$ cat src/design/hwfr_pkg.sv
`timescale 1ns / 1ps
// hwfr_pkg: codes, constants and reset values of the heat warning block
// no dependencies
package hwfr_pkg;

  // operation codes of an input item
  typedef enum logic [2:0] {
    OP_TICK     = 3'd0,
    OP_SAMPLE   = 3'd1,
    OP_ACTIVATE = 3'd2,
    OP_RESET    = 3'd3,
    OP_UNKNOWN  = 3'd4
  } op_t;

  // shown state
  typedef enum logic [1:0] {
    DISP_NORMAL  = 2'd0,
    DISP_WARNING = 2'd1,
    DISP_FIRE    = 2'd2,
    DISP_ERROR   = 2'd3
  } disp_t;

  // command answer
  typedef enum logic [1:0] {
    ACK_NONE   = 2'd0,
    ACK_DONE   = 2'd1,
    ACK_REJECT = 2'd2
  } ack_t;

  // configuration register indexes
  typedef enum logic [1:0] {
    CFG_WARN_TEMP  = 2'd0,
    CFG_WARN_DELTA = 2'd1,
    CFG_WARN_RISE  = 2'd2,
    CFG_PUMP_DELAY = 2'd3
  } cfg_idx_t;

  localparam int CFG_IDX_W = 2;

  // valid temperature window, exclusive, hundredths of a degree
  localparam logic signed [15:0] TEMP_LOW  = -16'sd5000;
  localparam logic signed [15:0] TEMP_HIGH = 16'sd20000;

  localparam int MS_PER_MIN = 60000;

  // register reset values
  localparam logic signed [15:0] WARN_TEMP_RST  = 16'sd3500;
  localparam logic signed [15:0] WARN_DELTA_RST = 16'sd800;
  localparam logic signed [15:0] WARN_RISE_RST  = 16'sd800;
  localparam logic [31:0]        PUMP_DELAY_RST = 32'd5000;

endpackage

$ cat src/design/hwfr_if.sv
`timescale 1ns / 1ps
// channel interfaces of the heat warning block: input items, results, config writes
// no dependencies
interface hwfr_item_if;
  logic               valid;
  logic               ready;
  logic [2:0]         operation;
  logic [31:0]        now_ms;
  logic signed [15:0] indoor_temp;
  logic               indoor_ok;
  logic signed [15:0] outdoor_temp;
  logic               outdoor_ok;

  modport source (output valid, operation, now_ms, indoor_temp, indoor_ok,
                  outdoor_temp, outdoor_ok, input ready);
  modport sink (input valid, operation, now_ms, indoor_temp, indoor_ok,
                outdoor_temp, outdoor_ok, output ready);
endinterface

interface hwfr_result_if;
  logic       valid;
  logic       ready;
  logic [1:0] display_state;
  logic       emergency_on;
  logic       barrier_on;
  logic       pump_on;
  logic [1:0] ack;
  logic       hot_flag;
  logic       delta_flag;
  logic       rise_flag;

  modport source (output valid, display_state, emergency_on, barrier_on, pump_on,
                  ack, hot_flag, delta_flag, rise_flag, input ready);
  modport sink (input valid, display_state, emergency_on, barrier_on, pump_on,
                ack, hot_flag, delta_flag, rise_flag, output ready);
endinterface

interface hwfr_cfg_if;
  logic        valid;
  logic        ready;
  logic [1:0]  addr;
  logic [31:0] data;

  modport source (output valid, addr, data, input ready);
  modport sink (input valid, addr, data, output ready);
endinterface

$ cat src/design/heat_warning_and_fire_response.sv
`timescale 1ns / 1ps
// heat_warning_and_fire_response: heat warning checks and fire response sequencing
// depends on hwfr_pkg and the channel interfaces in hwfr_if.sv
//
//   channel   dir   handshake     payload
//   items     in    valid/ready   operation, now_ms, indoor/outdoor temp and ok bits
//   results   out   valid/ready   display_state, relays, ack, rule flags
//   cfg       in    valid/ready   addr (register index), data
//
// one transaction in, one transaction out, one item per cycle sustained while results.ready stays high
// items pass through the input register, then the checks (compare and one
// 17x16 and one 16x33 multiply for the rise rule) feed the result register
// rst is synchronous and active high, it restores the config and state register defaults
// a stalled result holds in the result register while the input register
// still takes one more item; items.ready drops only when both are full
module heat_warning_and_fire_response (
  input logic           clk,
  input logic           rst,
  hwfr_item_if.sink     items,
  hwfr_result_if.source results,
  hwfr_cfg_if.sink      cfg
);
  import hwfr_pkg::*;

  // result of one item
  typedef struct packed {
    disp_t disp;
    logic  em;
    logic  pump;
    ack_t  ack;
    logic  hot;
    logic  dlt;
    logic  rise;
  } res_t;

  // configuration registers
  logic signed [15:0] warn_temp;
  logic signed [15:0] warn_delta;
  logic signed [15:0] warn_rise;
  logic [31:0]        pump_delay;

  // controller state
  logic               emergency;
  logic               pump;
  logic [31:0]        barrier_time;
  logic signed [15:0] last_temp;
  logic               last_temp_valid;
  logic [31:0]        last_time;
  disp_t              shown_state;

  // input register
  logic               s1_valid;
  logic [2:0]         s1_op;
  logic [31:0]        s1_now;
  logic signed [15:0] s1_tin;
  logic               s1_tin_ok;
  logic signed [15:0] s1_tout;
  logic               s1_tout_ok;
  logic               s1_advance;

  // result register
  logic res_valid;
  res_t res;

  // next values
  logic               emergency_next;
  logic               pump_next;
  logic [31:0]        barrier_time_next;
  logic signed [15:0] last_temp_next;
  logic               last_temp_valid_next;
  logic [31:0]        last_time_next;
  disp_t              shown_state_next;
  res_t               res_next;

  // checks
  op_t                op;
  logic               in_ok;
  logic               out_ok;
  logic               hot;
  logic               dlt;
  logic               rise;
  logic signed [16:0] diff_io;
  logic signed [16:0] diff_last;
  logic [31:0]        elapsed;
  logic signed [48:0] rise_lhs;
  logic signed [48:0] rise_rhs;
  logic [31:0]        since_barrier;

  // configuration port, always ready
  assign cfg.ready = 1'b1;

  always_ff @(posedge clk) begin
    if (rst) begin
      warn_temp  <= WARN_TEMP_RST;
      warn_delta <= WARN_DELTA_RST;
      warn_rise  <= WARN_RISE_RST;
      pump_delay <= PUMP_DELAY_RST;
    end else if (cfg.valid) begin
      unique case (cfg_idx_t'(cfg.addr))
        CFG_WARN_TEMP:  warn_temp  <= $signed(cfg.data[15:0]);
        CFG_WARN_DELTA: warn_delta <= $signed(cfg.data[15:0]);
        CFG_WARN_RISE:  warn_rise  <= $signed(cfg.data[15:0]);
        CFG_PUMP_DELAY: pump_delay <= cfg.data;
        default: ;
      endcase
    end
  end

  // handshake: the input register moves on when the result register is free
  assign s1_advance  = s1_valid && (!res_valid || results.ready);
  assign items.ready = !s1_valid || s1_advance;

  always_ff @(posedge clk) begin
    if (rst) begin
      s1_valid <= 1'b0;
    end else if (items.ready) begin
      s1_valid <= items.valid;
    end
  end

  // payload of the input register, no reset needed
  always_ff @(posedge clk) begin
    if (items.valid && items.ready) begin
      s1_op      <= items.operation;
      s1_now     <= items.now_ms;
      s1_tin     <= items.indoor_temp;
      s1_tin_ok  <= items.indoor_ok;
      s1_tout    <= items.outdoor_temp;
      s1_tout_ok <= items.outdoor_ok;
    end
  end

  // sensor validity: ok bit and strictly inside the window
  assign in_ok  = s1_tin_ok && (s1_tin > TEMP_LOW) && (s1_tin < TEMP_HIGH);
  assign out_ok = s1_tout_ok && (s1_tout > TEMP_LOW) && (s1_tout < TEMP_HIGH);

  // absolute level and inside minus outside rules
  assign diff_io = {s1_tin[15], s1_tin} - {s1_tout[15], s1_tout};
  assign hot     = in_ok && (s1_tin >= warn_temp);
  assign dlt     = in_ok && out_ok && (diff_io >= $signed({warn_delta[15], warn_delta}));

  // rise rule: (tin - last) * 60000 >= warn_rise * elapsed, no division
  assign diff_last = {s1_tin[15], s1_tin} - {last_temp[15], last_temp};
  assign elapsed   = s1_now - last_time;
  assign rise_lhs  = $signed({{32{diff_last[16]}}, diff_last}) * $signed(49'(MS_PER_MIN));
  assign rise_rhs  = $signed({{33{warn_rise[15]}}, warn_rise}) * $signed({17'd0, elapsed});
  assign rise      = in_ok && last_temp_valid && (elapsed != 32'd0) && (rise_lhs >= rise_rhs);

  assign op = op_t'(s1_op);

  always_comb begin
    emergency_next       = emergency;
    pump_next            = pump;
    barrier_time_next    = barrier_time;
    last_temp_next       = last_temp;
    last_temp_valid_next = last_temp_valid;
    last_time_next       = last_time;
    shown_state_next     = shown_state;
    res_next             = '0;
    res_next.ack         = ACK_NONE;
    unique case (op)
      OP_TICK: ;
      OP_SAMPLE: begin
        res_next.hot  = hot;
        res_next.dlt  = dlt;
        res_next.rise = rise;
        // fire overrides a sensor error, which overrides the rules
        if (emergency) begin
          shown_state_next = DISP_FIRE;
        end else if (!in_ok) begin
          shown_state_next = DISP_ERROR;
        end else if (hot || dlt || rise) begin
          shown_state_next = DISP_WARNING;
        end else begin
          shown_state_next = DISP_NORMAL;
        end
        if (in_ok) begin
          last_temp_next       = s1_tin;
          last_temp_valid_next = 1'b1;
          last_time_next       = s1_now;
        end
      end
      OP_ACTIVATE: begin
        // a repeated activate leaves the running response alone
        if (!emergency) begin
          emergency_next    = 1'b1;
          pump_next         = 1'b0;
          shown_state_next  = DISP_FIRE;
          barrier_time_next = s1_now;
        end
        res_next.ack = ACK_DONE;
      end
      OP_RESET: begin
        emergency_next   = 1'b0;
        pump_next        = 1'b0;
        shown_state_next = DISP_NORMAL;
        res_next.ack     = ACK_DONE;
      end
      default: res_next.ack = ACK_REJECT;
    endcase

    // pump starts once the delay since barrier activation has run out
    since_barrier = s1_now - barrier_time_next;
    if (emergency_next && !pump_next && (since_barrier >= pump_delay)) begin
      pump_next = 1'b1;
    end

    res_next.disp = shown_state_next;
    res_next.em   = emergency_next;
    res_next.pump = pump_next;
  end

  // state commits when the item moves into the result register
  always_ff @(posedge clk) begin
    if (rst) begin
      emergency       <= 1'b0;
      pump            <= 1'b0;
      barrier_time    <= '0;
      last_temp       <= '0;
      last_temp_valid <= 1'b0;
      last_time       <= '0;
      shown_state     <= DISP_NORMAL;
      res_valid       <= 1'b0;
    end else begin
      if (s1_advance) begin
        emergency       <= emergency_next;
        pump            <= pump_next;
        barrier_time    <= barrier_time_next;
        last_temp       <= last_temp_next;
        last_temp_valid <= last_temp_valid_next;
        last_time       <= last_time_next;
        shown_state     <= shown_state_next;
        res_valid       <= 1'b1;
      end else if (results.ready) begin
        res_valid <= 1'b0;
      end
    end
  end

  always_ff @(posedge clk) begin
    if (s1_advance) begin
      res <= res_next;
    end
  end

  // result channel, barrier relay follows the emergency
  assign results.valid         = res_valid;
  assign results.display_state = res.disp;
  assign results.emergency_on  = res.em;
  assign results.barrier_on    = res.em;
  assign results.pump_on       = res.pump;
  assign results.ack           = res.ack;
  assign results.hot_flag      = res.hot;
  assign results.delta_flag    = res.dlt;
  assign results.rise_flag     = res.rise;

`ifndef SYNTHESIS
  // the pump never runs without an active emergency
  a_pump_needs_emergency: assert property (@(posedge clk) disable iff (rst)
    pump |-> emergency)
    else $error("pump on without emergency");

  // a command answer never comes with rule flags
  a_flags_only_on_samples: assert property (@(posedge clk) disable iff (rst)
    (results.valid && (results.ack != ACK_NONE)) |->
      !(results.hot_flag || results.delta_flag || results.rise_flag))
    else $error("rule flag set on a command");

  // an emergency is always shown as fire
  a_emergency_shows_fire: assert property (@(posedge clk) disable iff (rst)
    (results.valid && results.emergency_on) |-> (results.display_state == DISP_FIRE))
    else $error("emergency not shown as fire");

  // a blocked item stays in the input register
  a_s1_holds: assert property (@(posedge clk) disable iff (rst)
    (s1_valid && !s1_advance) |=> (s1_valid && $stable(s1_now) && $stable(s1_op)))
    else $error("input register lost a stalled item");
`endif

endmodule
$ cat src/flat_wrapper.sv
// flat-port wrapper written by rule: the top's interface ports become plain ports
module heat_warning_and_fire_response_flat import hwfr_pkg::*;
  (clk, rst, items_valid, items_operation, items_now_ms, items_indoor_temp, items_indoor_ok, items_outdoor_temp, items_outdoor_ok, items_ready, results_valid, results_display_state, results_emergency_on, results_barrier_on, results_pump_on, results_ack, results_hot_flag, results_delta_flag, results_rise_flag, results_ready, cfg_valid, cfg_addr, cfg_data, cfg_ready);
  hwfr_item_if items_i ();
  hwfr_result_if results_i ();
  hwfr_cfg_if cfg_i ();
  input logic clk;
  input logic rst;
  input wire logic [$bits(items_i.valid)-1:0] items_valid;
  input wire logic [$bits(items_i.operation)-1:0] items_operation;
  input wire logic [$bits(items_i.now_ms)-1:0] items_now_ms;
  input wire logic [$bits(items_i.indoor_temp)-1:0] items_indoor_temp;
  input wire logic [$bits(items_i.indoor_ok)-1:0] items_indoor_ok;
  input wire logic [$bits(items_i.outdoor_temp)-1:0] items_outdoor_temp;
  input wire logic [$bits(items_i.outdoor_ok)-1:0] items_outdoor_ok;
  output wire logic [$bits(items_i.ready)-1:0] items_ready;
  output wire logic [$bits(results_i.valid)-1:0] results_valid;
  output wire logic [$bits(results_i.display_state)-1:0] results_display_state;
  output wire logic [$bits(results_i.emergency_on)-1:0] results_emergency_on;
  output wire logic [$bits(results_i.barrier_on)-1:0] results_barrier_on;
  output wire logic [$bits(results_i.pump_on)-1:0] results_pump_on;
  output wire logic [$bits(results_i.ack)-1:0] results_ack;
  output wire logic [$bits(results_i.hot_flag)-1:0] results_hot_flag;
  output wire logic [$bits(results_i.delta_flag)-1:0] results_delta_flag;
  output wire logic [$bits(results_i.rise_flag)-1:0] results_rise_flag;
  input wire logic [$bits(results_i.ready)-1:0] results_ready;
  input wire logic [$bits(cfg_i.valid)-1:0] cfg_valid;
  input wire logic [$bits(cfg_i.addr)-1:0] cfg_addr;
  input wire logic [$bits(cfg_i.data)-1:0] cfg_data;
  output wire logic [$bits(cfg_i.ready)-1:0] cfg_ready;
  assign items_i.valid = items_valid;
  assign items_i.operation = items_operation;
  assign items_i.now_ms = items_now_ms;
  assign items_i.indoor_temp = items_indoor_temp;
  assign items_i.indoor_ok = items_indoor_ok;
  assign items_i.outdoor_temp = items_outdoor_temp;
  assign items_i.outdoor_ok = items_outdoor_ok;
  assign items_ready = items_i.ready;
  assign results_valid = results_i.valid;
  assign results_display_state = results_i.display_state;
  assign results_emergency_on = results_i.emergency_on;
  assign results_barrier_on = results_i.barrier_on;
  assign results_pump_on = results_i.pump_on;
  assign results_ack = results_i.ack;
  assign results_hot_flag = results_i.hot_flag;
  assign results_delta_flag = results_i.delta_flag;
  assign results_rise_flag = results_i.rise_flag;
  assign results_i.ready = results_ready;
  assign cfg_i.valid = cfg_valid;
  assign cfg_i.addr = cfg_addr;
  assign cfg_i.data = cfg_data;
  assign cfg_ready = cfg_i.ready;
  heat_warning_and_fire_response u_core (.clk(clk), .rst(rst), .items(items_i), .results(results_i), .cfg(cfg_i));
endmodule
$ cat config.mk
export PLATFORM = sky130hd
export DESIGN_NAME = heat_warning_and_fire_response_flat
export DESIGN_NICKNAME = d
export VERILOG_FILES = /design/src/design/hwfr_pkg.sv /design/src/design/hwfr_if.sv /design/src/design/heat_warning_and_fire_response.sv /design/src/flat_wrapper.sv
export SDC_FILE = /design/constraint.sdc
export NUM_CORES = 2
export LEC_CHECK = 0
export ABC_AREA = 1
export ABC_CLOCK_PERIOD_IN_PS = 10000
export BUFFER_PORTS_ARGS = -buffer_cell sky130_fd_sc_hd__clkbuf_2
export CAP_MARGIN = 30
export CORE_ASPECT_RATIO = 1.4
export CORE_MARGIN = 3
export CORE_UTILIZATION = 45
export CTS_CLUSTER_SIZE = 12
export DETAILED_ROUTE_END_ITERATION = 16
export SYNTH_ARGS = -nofsm -noshare
export SYNTH_HDL_FRONTEND = slang
export SYNTH_SLANG_ARGS = --single-unit
$ cat constraint.sdc
create_clock -name clk -period 10 [get_ports clk]
set_clock_uncertainty 0.15 [all_clocks]
set_input_delay 1 -clock clk [delete_from_list [all_inputs] [get_ports clk]]
set_output_delay 1 -clock clk [all_outputs]
set_load 0.02 [all_outputs]
==> out/results.ini <==
[run_status]
status=finished, final reports clean

[clocking]
clock_latency_ns=0.57
cts_buffer_depth=3
clock_sinks=245
cts_inserted_buffers=25
clk_pin_slew_ns=0.07
ctsHtreeMaxLevel=1
cts_tree=built
cts_hold_buf=0
cts_root_buf=clkbuf_16

[global_routing]
busiest_layer=met2
grt_use_total=0.259
grtUsageMet2=0.484
grt_pass1_wl_um=175000
grt.overflow.total=0
grt_pass1_vias=32100
met1_usage=0.288
antenna_found_initial=1
gr-usage-met3=0.0207
grt_start_max_net_pins=110

[critical_path]
rr_endpoint=u_core.shown_state[0]
cp-end-kind=flip-flop
reg2reg_depth=43
cp_slowest_cell=xnor2_1
start_kind=flip-flop
regToRegSetupSlack_ns=0.63
worstPathRequired_ns=10.36
critical_path.max_stage_delay_ns=0.82
arrival_ns=9.73
crit_fanout=7
r2r-start=u_core.s1_now[0]
worstSetupPathType=reg -> reg
crit_start=u_core.s1_now[0]
path_common_cell=nand2_1

[layout]
syn_to_final_growth_pct=8.24
n_fill_cell=8174
drive_gt1_frac=0.0705
nets=5910

[route]
dr.pass1.iters=8
drcViolationCount=0
post_drt_wl_per_cell_um=18.8
vias=30900
drtIter0Drc=1675
antenna_left=0
wl_um=112000
viasPerCell=5.21

[synth]
syn-mean-instance-area_um2=7.86
synth_most_common_cell=inv_1
ys_top_cells_by_area=fa_1, ha_1, inv_1
ys_seq_area_frac=0.153
synthMuxAreaShare=0.00673
synth_top_family_by_area=adder cells
synthAdderAreaFrac=0.422
synth_top_area_frac=0.269
ys_seq_elements=245
yosys_warnings=0
async_reset_ff_frac=0
synth_xor_area_frac=0.0316
synth_cells=4730
ys.flop_type=dfxtp_1
synth_simple_gate_area_frac=0.160
syn-cell-area_um2=37200
synth.distinct_cells=54
yosys.area.top_type=fa_1
synth_edf_count=78
postSynthNetCount=5793
yosys-top-cells-count=inv_1, nand2_1, fa_1
synth_compound_area_frac=0.106

[placement]
gp_congestion=0.933
port_buffers=119
dp_hpwl_um=93300

[job]
maxCapViolations=0

[timing]
finalSetupViolCount=0
fmax_ghz=0.107
fin_hold_ws_ns=0.307
period_minus_slack_ns=9.37
finalCritPeriodShare=0.937
maxSlewHeadroom=0.321
tightest_slew_ns=1.01
final-hold-violation-count=0
maxSlewViolCount=0

[die]
ios=121
start_util=0.455
die_x_um=249
dieArea_um2=86200
core_area_um2=81800
fp-row-count=124
die_y_um=346

[min_path]
hp-start=u_core.last_time[15]
hold_path_end=u_core.last_time[15]
whs_path_depth=2
hp-class=reg -> reg

[cells in the final DEF (no fill, tap or decap), types with 8 or more instances in the layout]
master | netlist | layout
nand2_1 | 795 | 791
clkbuf_2 | 0 | 119
inv_2 | 7 | 10
a211oi_1 | 9 | 9
clkinv_1 | 22 | 13
ha_1 | 456 | 453
buf_4 | 3 | 82
clkinvlp_4 | 0 | 15
xnor2_1 | 48 | 48
clkbuf_16 | 0 | 25
nand3_1 | 83 | 83
dfxtp_1 | 167 | 167
nor2_2 | 7 | 8
o21ai_1 | 8 | 10
o21bai_1 | 12 | 12
nand2_4 | 6 | 10
nor2_1 | 436 | 434
nand4_1 | 29 | 29
a21o_1 | 8 | 8
nand2_2 | 31 | 31
a31oi_1 | 21 | 21
nor3_1 | 35 | 34
o211ai_1 | 22 | 22
a21oi_1 | 369 | 369
o21ai_0 | 233 | 231
fa_1 | 499 | 499
inv_1 | 1045 | 1038
mux2i_1 | 25 | 25
o21a_1 | 9 | 9
edfxtp_1 | 78 | 78
nor4_1 | 11 | 10
xor2_1 | 83 | 81
clkbuf_1 | 105 | 16
[worst max path at each step]
| stage | end | slack, ns | depth (start not counted) |
|---|---|---|---|
| floorplan | u_core.results.display_state[0] | 1.56 | 49 |
| global placement | u_core.shown_state[0] | 0.28 | 45 |
| detailed placement | u_core.shown_state[0] | 0.27 | 46 |
| CTS | u_core.shown_state[0] | 0.25 | 46 |
| global route | u_core.shown_state[0] | -0.007 | 50 |
| finish | u_core.shown_state[0] | 0.63 | 43 |
[registers in the layout, summed over array words and instances, names as in the netlist, 3 cells and up]
| signal | cells |
|---|---|
| u_core.barrier_time | 32 |
| u_core.last_time | 32 |
| u_core.pump_delay | 32 |
| u_core.s1_now | 32 |
| u_core.last_temp | 16 |
| u_core.s1_tin | 16 |
| u_core.s1_tout | 16 |
| u_core.warn_delta | 16 |
| u_core.warn_rise | 16 |
| u_core.warn_temp | 16 |
| u_core.op | 3 |
[through the flow]
stage / std cells / area, µm² / TNS, ns / worst slack (ns) / util
5_1_grt: 5937 / 40300 / -0.00669 / -0.00669 / 0.492
3_3_place_gp: 5878 / 39200 / 0 / 0.283 / 0.480
6_report: 5939 / 40300 / 0 / 0.626 / 0.492
3_5_place_dp: 5880 / 39300 / 0 / 0.271 / 0.481
2_1_floorplan: 4730 / 37200 / 0 / 1.56 / -
4_1_cts: 5926 / 40100 / 0 / 0.254 / 0.490
[final cells by class]
| class | count | area, µm² | area share |
|---|---|---|---|
| multi-input combinational | 3296 | 27100 | 0.673 |
| tap | 1071 | 1340 | 0.0333 |
| timing repair buffer | 203 | 1270 | 0.0314 |
| antenna | 2 | 5.00 | 0.000124 |
| inverter | 1074 | 4080 | 0.101 |
| sequential | 245 | 5690 | 0.141 |
| clock inverter | 5 | 71.3 | 0.00177 |
| clock buffer | 41 | 686 | 0.0170 |
| timing repair inverter | 2 | 15.0 | 0.000373 |
[routing by layer]
metal	part of all wire	vias up
li1	-	14900
met1	0.37	14900
met2	0.52	846
met3	0.039	304
met4	0.067	0
met5	0	-
[timing repair]
action	4_1_cts	5_1_grt
hold endpoints to repair	0	0
resized for setup	0	34
setup endpoints to repair	0	3
buffers inserted	0	9
[logic make-up (layout without fill, tap and decap cells)]
group	Yosys count	after routing
other	2	4
DFF	245	245
and+or+nand+nor	1456	1456
muxes	25	25
adders and majority gates	955	955
buffers and inverters	1189	1325
AOI/OAI and AO/OA	726	726
xor gates and xnor gates	132	132
[critical path: cells and delay by family, from the launching register on]
family	cells	cell delay (ns)
xor+xnor	2	0.97
fa+ha+maj	10	4.18
buf+inv	7	0.79
compound gates	6	0.94
simple gates	18	1.95
flops	1	0.32
Power is left out: the tool's default activity adds up to more than one toggle a clock period on the data nets, which glitch-free logic cannot reach.
